==> src/sv/pgd_pkg.sv <==
package pgd_pkg;

    // Samples gathered per median window.
    localparam int WINDOW = 5;
    // Middle position of a sorted window.
    localparam int MID = WINDOW / 2;
    // Width of the window position counter.
    localparam int IDX_W = $clog2(WINDOW);
    // Width of the index into the stored samples (the last sample of a
    // window is never stored, it is used straight from the input).
    localparam int WIN_IDX_W = $clog2(WINDOW - 1);
    // Width of a rank count inside the median selector.
    localparam int RANK_W = $clog2(WINDOW);

    localparam int CFG_DATA_W = 16;

    typedef logic [7:0]         cm_t;
    typedef logic signed [31:0] count_t;
    typedef logic [31:0]        travel_t;
    typedef logic [15:0]        req_travel_t;

    // Configuration register indexes.
    typedef enum logic {
        CFG_CLEARANCE  = 1'b0,
        CFG_REQ_TRAVEL = 1'b1
    } cfg_reg_t;

    // Input item kinds.
    typedef enum logic {
        KIND_SAMPLE = 1'b0,
        KIND_CLEAR  = 1'b1
    } item_kind_t;

    localparam cm_t         CLEARANCE_RST  = 8'd40;
    localparam req_travel_t REQ_TRAVEL_RST = 16'd156;

endpackage

==> src/sv/pgd_median.sv <==
module pgd_median import pgd_pkg::*;
(
    input  cm_t samples [WINDOW],
    output cm_t median
);

    logic [RANK_W-1:0] rank [WINDOW];
    logic [WINDOW-1:0] is_mid;

    // Rank every sample against all others; ties are broken by position so
    // that exactly one sample lands on the middle rank.
    always_comb
    begin
        for (int i = 0; i < WINDOW; i++)
        begin
            rank[i] = '0;
            for (int j = 0; j < WINDOW; j++)
            begin
                if (j != i)
                begin
                    if ((samples[j] < samples[i]) ||
                        ((samples[j] == samples[i]) && (j < i)))
                    begin
                        rank[i] = rank[i] + RANK_W'(1);
                    end
                end
            end
            is_mid[i] = (rank[i] == RANK_W'(MID));
        end
    end

    // Pick the sample that holds the middle rank.
    always_comb
    begin
        median = '0;
        for (int i = 0; i < WINDOW; i++)
        begin
            median = median | (samples[i] & {8{is_mid[i]}});
        end
    end

endmodule

==> config.mk <==
export PLATFORM = sky130hd
export DESIGN_NAME = pgd_median
export DESIGN_NICKNAME = d
export VERILOG_FILES = /design/src/sv/pgd_pkg.sv /design/src/sv/pgd_median.sv
export SDC_FILE = /design/constraint.sdc
export NUM_CORES = 1
export LEC_CHECK = 0
export BUFFER_PORTS_ARGS = -buffer_cell sky130_fd_sc_hd__buf_4
export CAP_MARGIN = 10
export CORE_ASPECT_RATIO = 1.25
export CORE_UTILIZATION = 40
export DETAILED_ROUTE_END_ITERATION = 8
export PLACE_DENSITY_LB_ADDON = 0.08
export SLEW_MARGIN = 20
export SYNTH_ARGS = -nofsm -noshare
export SYNTH_HDL_FRONTEND = slang
export SYNTH_SLANG_ARGS = --single-unit
==> constraint.sdc <==
create_clock -name vclk -period 7.05
set_input_delay 1.0575 -clock vclk [all_inputs]
set_output_delay 1.0575 -clock vclk [all_outputs]
set_load 0.01 [all_outputs]
# Word level (Yosys, flattened, before mapping)
# Cells that the tools add are included.
[classes] order_cmp=20 muxes=20 bitwise_logic=9 reduce_logical=10 add_sub_neg=15 n_eq_ne=15
[op_table] op="8-bit less-than comparator" count=20
[op_table] op="8-bit == test" count=10
[op_table] op="3-bit 2-to-1 mux" count=15
[op_table] op="8-bit bitwise AND" count=5
[op_table] op="8-bit bitwise OR" count=4
[op_table] op="3-bit by 1-bit adder with 3-bit output, second input constant" count=10
[op_table] op="3-bit by 2-bit == test with 1-bit output, second input constant" count=5
[op_table] op="1-bit by 1-bit adder with 2-bit output, second input constant" count=5
[op_table] op="1-bit logical OR" count=10
[op_table] op="1-bit 2-to-1 mux" count=5
[totals] reg_bits=0 elab_cells=89

# Depth between registers and ports, before layout
# Gate-level depths: netlist of run 1.
[logic_depth] word_depth=15 depth_mapped=17 ltp_nobuf=17

# Least setup slack after synthesis of run 1
# Ideal clock, no wire load.
[synth_timing] path_type="input -> output" from="input samples[9] in the netlist's numbering" to="output median[0]" arrival_time_ps=4059 required_ps=5992 setup_slack_ps=1933 stages=15 cell_sequence="inv_1 ha_1 nor2b_1 o211ai_1 a21oi_1 o22ai_1 ha_1 xor2_1 ha_1 nor2b_1 and4b_1 buf_1 o21a_1 a221o_1 a221o_1"
[synth_between] elab_chain_len=13 word_cells_on_any_way=47 classes_between="add/sub: 6; order compare: 8; eq/ne: 9; mux: 11; bitwise: 9; reduce/logical: 4"
[synth_rtl] element="start: declaration" line_no="pgd_median.sv:3" source="input cm_t samples [WINDOW],"
[synth_rtl] element="8-bit less-than comparator / 8-bit == test (equally long branches)" line_no="pgd_median.sv:21, pgd_median.sv:22"
[synth_rtl] element="1-bit logical OR" line_no="pgd_median.sv:21" source="if ((samples[j] < samples[i]) ||"
[synth_rtl] element="1-bit 2-to-1 mux" line_no="pgd_median.sv:21"
[synth_rtl] element="1-bit by 1-bit adder with 2-bit output" line_no="pgd_median.sv:24" source="rank[i] = rank[i] + RANK_W'(1);"
[synth_rtl] element="3-bit 2-to-1 mux" line_no="pgd_median.sv:21"
[synth_rtl] element="3-bit by 1-bit adder with 3-bit output" line_no="pgd_median.sv:24"
[synth_rtl] element="3-bit 2-to-1 mux" line_no="pgd_median.sv:21"
[synth_rtl] element="3-bit by 1-bit adder with 3-bit output" line_no="pgd_median.sv:24"
[synth_rtl] element="3-bit 2-to-1 mux" line_no="pgd_median.sv:21"
[synth_rtl] element="3-bit by 2-bit == test with 1-bit output" line_no="pgd_median.sv:28" source="is_mid[i] = (rank[i] == RANK_W'(MID));"
[synth_rtl] element="8-bit bitwise AND" line_no="pgd_median.sv:38" source="median = median | (samples[i] & {8{is_mid[i]}});"
[synth_rtl] element="8-bit bitwise OR" line_no="pgd_median.sv:38"
[synth_rtl] element="8-bit bitwise OR *" line_no="pgd_median.sv:38"
[synth_rtl] element="end: declaration" line_no="pgd_median.sv:4" source="output cm_t median"
# Every way passes the cells marked *; elsewhere a longest branch is shown, timed or not.

# Final worst setup path of run 1
# Same ends and word-level chain as after synthesis.

==> flow_metrics.env, run 1 <==
export IMPL_status="finished, final reports clean"
export IMPL_synth_area_um2=2580
export IMPL_slew_headroom_pct=41.7
export IMPL_grt_start_max_net_pins=9
export IMPL_grt_usage_pct=23.6
export IMPL_initial_utilization_pct=41.6
export IMPL_synthCells=327
export IMPL_postSynthAreaPerCell_um2=7.89
export IMPL_clkbuf_count=0
export IMPL_grt_pass1_wl_mm=12.5
export IMPL_final_cell_mix="ha_1, buf_4, inv_1"
export IMPL_post_route_cells_drive_above_1_share_pct=13.7
export IMPL_period_needed_ps=5750
export IMPL_ir_worst_vdd_mv=0.0788
export IMPL_syn2layout_area_growth_pct=17.8
export IMPL_die_area_um2=6770
export IMPL_grt_remaining_overflow=0
export IMPL_drv_slew=0
export IMPL_dr_pass1_iters=4
export IMPL_io_pins=48
export IMPL_grt_pass1_vias=2549
export IMPL_syn_nets=460
export IMPL_start_kind="primary input"
export IMPL_arrival_ps=4690
export IMPL_regArea_um2=0
export IMPL_power_leakage_uw=0.00152
export IMPL_via_count=2662
export IMPL_core_um2=6210
export IMPL_antenna_found_initial=0
export IMPL_row_count=32
export IMPL_n_antenna_cell=0
export IMPL_post_cts_buffers=0
export IMPL_fmax_mhz=174
export IMPL_worstSetupPathType="in -> out"
export IMPL_dp_hpwl_mm=6.73
export IMPL_worst_slack_ps=1300
export IMPL_end_kind="output pin"
export IMPL_wirelength_mm=7.84
export IMPL_maxCapViolations=0
export IMPL_setup_violations=0
export IMPL_place_congestion=0.831
export IMPL_nets=508
export IMPL_drt_iter0_drc=138
export IMPL_pre_cts_slack_ps=1340
export IMPL_final_common_cell="ha_1"
export IMPL_hold_violations=0
export IMPL_cts_hold_buf=0
export IMPL_postRouteAntennaNets=0
export IMPL_seq_area_frac_synth_pct=0
export IMPL_fin_crit_sh_pct=81.6
export IMPL_fin_setup_tns_ps=0
export IMPL_die_h_um=91.8
export IMPL_rsz0062_at_grt="false"
export IMPL_design_seq_count=0
export IMPL_worst_pin_slew_ps=874
export IMPL_p_per_area_nw_per_um2=121
export IMPL_crit_fanout=8
export IMPL_worstHoldPathType="in -> out"
export IMPL_cts_resized=0
export IMPL_crit_required_ps=5990
export IMPL_synth_cell_types=45
export IMPL_detail_route_wl_per_cell_um=17.1
export IMPL_die_x_um=73.8
export IMPL_drcViolationCount=0
export IMPL_vias_per_cell=5.81
export IMPL_portBuffers=48
export IMPL_ys_warn_count=0
-- worst paths after layout --
kind                        end  slack [ps]        start  depth (start not counted)
worst max-delay path  median[0]        1300   samples[9]                         16
worst min-delay path  median[0]        2480  samples[32]                          3
-- synthesized netlist by cell type, types with 2 or more instances --
cell,instances,area (um^2)
ha_1,93,1160
inv_1,43,161
a21oi_1,27,135
nand4_1,18,113
a221o_1,16,160
nor2b_1,13,81.3
o21ai_0,13,65.1
nor2_1,12,45.0
o21a_1,9,67.6
a211oi_1,8,60.1
nand2_1,8,30.0
o211ai_1,7,52.6
nand3_1,6,30.0
o21bai_1,4,30.0
xnor2_1,4,35.0
and2_1,3,18.8
nor3b_1,3,22.5
o21ai_1,3,15.0
a211o_1,2,17.5
a32oi_1,2,17.5
and4b_1,2,20.0
nand2b_1,2,12.5
nor3_1,2,10.0
o21ba_1,2,20.0
o22a_1,2,17.5
o22ai_1,2,12.5
o31a_1,2,17.5
or4_1,2,15.0
-- cell type report --
cell class,instances,area [um^2]
Fill cell,644,3170
Multi-Input combinational cell,282,2410
Timing Repair Buffer,48,360
Inverter,43,161
Tap cell,85,106
-- where the power goes --
part	total [uW]	internal (uW)	switching, uW
sequential	0	0	0
clock	0	0	0
combinational	369	174	194
-- worst max-delay path, stage by stage --
cell and delay (ps):
buf_4 120, inv_1 110, ha_1 260, nor2b_1 130
o211ai_1 160, a21oi_1 90, o22ai_1 550, ha_1 400
xor2_1 180, ha_1 290, nor2b_1 130, and4b_1 290
o21a_1 220, a221o_1 260, a221o_1 280, buf_4 150
-- cells by family after synthesis --
logic type                 synth area share (%)
buffers and inverters                      6.60
adders and majority gates                  45.1
and+or+nand+nor                            17.2
AOI/OAI and AO/OA                          29.4
xor gates and xnor gates                   1.70
-- per-layer routing --
| layer | up-vias | track usage, % | share of wire (%) |
|---|---|---|---|
| met1 | 1221 | 31.9 | 47 |
| met2 | 64 | 42.3 | 50 |
| met3 | 9 | 0 | 2.4 |
| met5 | - | 0 | 0 |
| li1 | 1368 | - | - |
| met4 | 0 | 2.88 | 1.4 |
-- metrics by stage --
stage	util, %	power [uW]	std cells	hold WS (ps)	instance area [um^2]
global route	48.9	410	458	2490	3040
CTS	48.9	368	458	2470	3040
detailed placement	48.9	367	458	2470	3040
global placement	48.9	360	458	2490	3040
floorplan	-	241	327	2280	2580
finish	48.9	369	458	2480	3040
(Power assumes the default switching activity.)
==> run 2: changes to the inputs <==
clock period = 4.6 ns   (was 7.05 ns; I/O delays follow)
==> run 2 against run 1 <==
The run now ends with negative setup slack left. Core utilization grew 16 points. Sequential share of layout area is the same. Die area is the same. Clock-buffer cell count is the same. Critical endpoint is now median[3]. Largest power group unchanged. Highest routed layer unchanged.
==> flow_metrics.env, run 2 (synthesized netlist as in run 1, its figures left out) <==
export IMPL_grt_remaining_overflow=0
export IMPL_grt_util_met3_pct=1.10
export IMPL_placed_cell_area_um2=3610
export IMPL_nets=588
export IMPL_n_antenna_cell=0
export IMPL_cp_num_buf_inv=4
export IMPL_portBuffers=48
export IMPL_drt_iter0_drc=69
export IMPL_drcViolationCount=0
export IMPL_slew_headroom_pct=72.1
export IMPL_core_um2=6210
export IMPL_post_route_cells_drive_above_1_share_pct=40.2
export IMPL_period_needed_ps=4710
export IMPL_antenna_found_initial=0
export IMPL_dr_pass1_iters=4
export IMPL_hold_violations=0
export IMPL_p_per_area_nw_per_um2=192
export IMPL_status="finished with violations"
export IMPL_grtUsageMet1_pct=33.6
export IMPL_max_stage_delay_ps=590
export IMPL_multiInputGateArea_um2=2700
export IMPL_grt_busiest_layer="met2"
export IMPL_worst_pin_slew_ps=418
export IMPL_worst_slack_ps=-114
export IMPL_worstHoldPathType="in -> out"
export IMPL_die_area_um2=6770
export IMPL_slowest_stage="a2111o_1"
export IMPL_start_kind="primary input"
export IMPL_vias_per_cell=5.56
export IMPL_final_area_um2=4000
export IMPL_fmax_mhz=212
export IMPL_place_congestion=0.838
export IMPL_power_leakage_uw=0.00196
export IMPL_die_x_um=73.8
export IMPL_design_power_total_uw=770
export IMPL_crit_required_ps=3910
export IMPL_ir_worst_vdd_mv=0.152
export IMPL_dp_hpwl_mm=7.42
export IMPL_violations="negative setup slack"
export IMPL_design_seq_count=0
export IMPL_crit_fanout=8
export IMPL_detail_route_wl_per_cell_um=16.8
export IMPL_grt_start_max_net_pins=9
export IMPL_maxCapViolations=0
export IMPL_setup_violations=8
export IMPL_syn2layout_area_growth_pct=55.2
export IMPL_grt_pass1_vias=3110
export IMPL_fillers=559
export IMPL_drv_slew=0
export IMPL_path_cells="buf_4 -> inv_4 -> buf_4 -> ha_1 -> a211oi_2 -> nor2_4 -> o31a_1 -> xnor2_2 -> ha_1 -> nor4b_4 -> a2111o_1 -> a221o_1 -> a221o_1 -> buf_6"
export IMPL_wirelength_mm=9.04
export IMPL_die_h_um=91.8
export IMPL_worstSetupPathType="in -> out"
export IMPL_grt_usage_pct=26.9
export IMPL_gr_usage_met2_pct=49.3
export IMPL_via_count=2991
export IMPL_fin_crit_sh_pct=102
export IMPL_final_cell_mix="buf_4, ha_1, inv_1"
export IMPL_row_count=32
export IMPL_postRouteAntennaNets=0
export IMPL_end_kind="output pin"
export IMPL_critical_path_top_delay_family="compound AO/OA/AOI/OAI gates"
export IMPL_arrival_ps=4020
export IMPL_grt_pass1_wl_mm=14.3
export IMPL_initial_utilization_pct=41.6
export IMPL_cts_hold_buf=0
export IMPL_final_core_util_pct=64.5
export IMPL_rsz0062_at_grt="true"
export IMPL_clkbuf_count=0
export IMPL_io_pins=48
export IMPL_final_common_cell="buf_4"
export IMPL_regArea_um2=0
run 2: final cells by class:
class,count,share of cell area (%)
inverters,43,4.32
repair buffers,128,25.5
well taps,85,2.66
multi-input cells,282,67.6
run 2: power by group:
| part | total, uW | switching (uW) | internal [uW] | leakage, uW |
|---|---|---|---|---|
| clock network | 0 | 0 | 0 | 0 |
| registers | 0 | 0 | 0 | 0 |
| logic | 770 | 365 | 405 | 0.00196 |
run 2: repair_timing:
action                     in CTS  in global routing
resized for setup              50                 29
setup endpoints to repair       8                  8
pin swaps                      22                 18
setup buffers                   0                  3
run 2: worst paths after layout:
path	startpoint	to	cells after the start
max	samples[5]	median[3]	14
min	samples[24]	median[0]	3
run 2: stage by stage:
step / setup WS, ps / std cells / TNS, ps / hold slack, ps
2_1_floorplan: 218 / 327 / 0 / 1540
3_3_place_gp: -166 / 535 / -1180 / 1750
3_5_place_dp: -223 / 535 / -1620 / 1740
4_1_cts: -16.6 / 535 / -16.6 / 1750
5_1_grt: -215 / 538 / -1520 / 1770
6_report: -114 / 538 / -744 / 1760
run 2: per-layer routing:
metal	part of all wire [%]	vias up
met5	0	-
met4	2.9	0
met3	2.0	18
met2	51	53
met1	44	1394
li1	-	1526
==> run 3: changes to the inputs <==
clock period = 5 ns   (was 4.6 ns; I/O delays follow)
==> run 3 against run 2 <==
The flow now finishes without violations. Flip-flop and latch count did not move. Sequential share of layout area stayed put. Core utilization fell by 13 points. Hold slack improved by 93 ps. Non-clock buffer count decreased by 64. Critical path type unchanged. Highest routed layer unchanged.
==> flow_metrics.env, run 3 (synthesized netlist as in run 1, its figures left out) <==
export IMPL_path_cells="buf_4 -> inv_1 -> ha_1 -> nand4_1 -> nand2b_1 -> a21o_1 -> ha_1 -> xnor2_1 -> ha_1 -> nor4b_1 -> a2111o_1 -> a221o_1 -> a221o_1 -> buf_4"
export IMPL_fmax_mhz=206
export IMPL_place_congestion=0.842
export IMPL_row_count=32
export IMPL_period_needed_ps=4860
export IMPL_postRouteAntennaNets=0
export IMPL_max_stage_delay_ps=530
export IMPL_pre_cts_slack_ps=13.5
export IMPL_final_common_cell="ha_1"
export IMPL_core_um2=6210
export IMPL_cp_num_buf_inv=3
export IMPL_dp_hpwl_mm=6.83
export IMPL_finalNonFillerCells=474
export IMPL_drt_iter0_drc=155
export IMPL_path_common_cell="ha_1"
export IMPL_syn2layout_area_growth_pct=24.6
export IMPL_setup_violations=0
export IMPL_final_cell_mix="ha_1, buf_4, inv_1"
export IMPL_crit_required_ps=4250
export IMPL_status="finished, final reports clean"
export IMPL_vias_per_cell=5.75
export IMPL_regArea_um2=0
export IMPL_grt_pass1_wl_mm=12.5
export IMPL_wirelength_mm=8.00
export IMPL_end_kind="output pin"
export IMPL_ir_worst_vdd_mv=0.113
export IMPL_die_h_um=91.8
export IMPL_post_route_cells_drive_above_1_share_pct=21.1
export IMPL_worstSetupPathType="in -> out"
export IMPL_critical_path_top_delay_family="compound AO/OA/AOI/OAI gates"
export IMPL_io_pins=48
export IMPL_slowest_stage="a2111o_1"
export IMPL_rsz0062_at_grt="false"
export IMPL_portBuffers=48
export IMPL_via_count=2726
export IMPL_initial_utilization_pct=41.6
export IMPL_worst_slack_ps=140
export IMPL_crit_fanout=8
export IMPL_arrival_ps=4110
export IMPL_slew_headroom_pct=64.6
export IMPL_fin_setup_tns_ps=0
export IMPL_antenna_found_initial=0
export IMPL_design_seq_count=0
export IMPL_n_antenna_cell=0
export IMPL_grt_start_max_net_pins=9
export IMPL_dr_pass1_iters=4
export IMPL_clkbuf_count=0
export IMPL_fin_crit_sh_pct=97.2
export IMPL_dp_cells=472
export IMPL_die_area_um2=6770
export IMPL_worst_pin_slew_ps=532
export IMPL_grt_pass1_vias=2657
export IMPL_power_leakage_uw=0.00160
export IMPL_worstHoldPathType="in -> out"
export IMPL_drcViolationCount=0
export IMPL_hold_violations=0
export IMPL_final_core_util_pct=51.8
export IMPL_drv_slew=0
export IMPL_p_per_area_nw_per_um2=175
export IMPL_multiInputGateArea_um2=2460
export IMPL_grt_usage_pct=23.6
export IMPL_fillers=627
export IMPL_maxCapViolations=0
export IMPL_grt_remaining_overflow=0
export IMPL_detail_route_wl_per_cell_um=16.9
export IMPL_nets=524
export IMPL_die_x_um=73.8
export IMPL_design_power_total_uw=563
export IMPL_start_kind="primary input"
run 3: cell types whose count changed in the layout (fill, tap and decap cells not counted), moves of 7 or more:
cell,change
buf_4,-53
buf_6,-8
ha_1,+8
inv_1,+8
ha_4,-7
run 3: per-stage QoR:
stage                     hold slack [ps]  cell area (um^2)
after floorplan                      1660              2580
after global placement               1860              3140
after detailed placement             1860              3140
after CTS                            1860              3140
after global routing                 1880              3210
final                                1860              3210
run 3: what timing repair did:
| item | 4_1_cts | 5_1_grt |
|---|---|---|
| resized for setup | 0 | 18 |
| setup endpoints to repair | 0 | 8 |
| endpoints found under the hold margin | 0 | 0 |
| buffers inserted | 0 | 2 |
| hold buffers | 0 | 0 |
run 3: final timing paths:
kind / start / end / slack (ps) / cells past startpoint
worst max-delay path: samples[7] / median[7] / 140 / 14
worst min-delay path: samples[32] / median[0] / 1860 / 3
run 3: cell type report:
cell class / count / area share [%]
timing repair buffer: 64 / 15.0
inverter: 43 / 5.02
tap: 85 / 3.31
multi-input combinational: 282 / 76.7
run 3: tightest hold or removal path, delay by kind of cell:
kind | cells | cell delay, ps
AO/OA/AOI/OAI | 1 | 150
buffers and inverters | 2 | 210
run 3: report_power, final:
part           switching (uW)  total (uW)  internal [uW]  leakage (uW)
clock                       0           0              0             0
sequential                  0           0              0             0
combinational             287         563            276       0.00160
total                     287         563            276       0.00160
run 3: layer usage:
metal | global-route usage [%] | vias to the layer above | share of wire (%)
met2 | 42.7 | 35 | 51
met4 | 4.49 | 0 | 1.8
li1 | - | 1402 | -
met5 | 0 | - | 0
met1 | 31.0 | 1283 | 46
met3 | 0.220 | 6 | 1.4
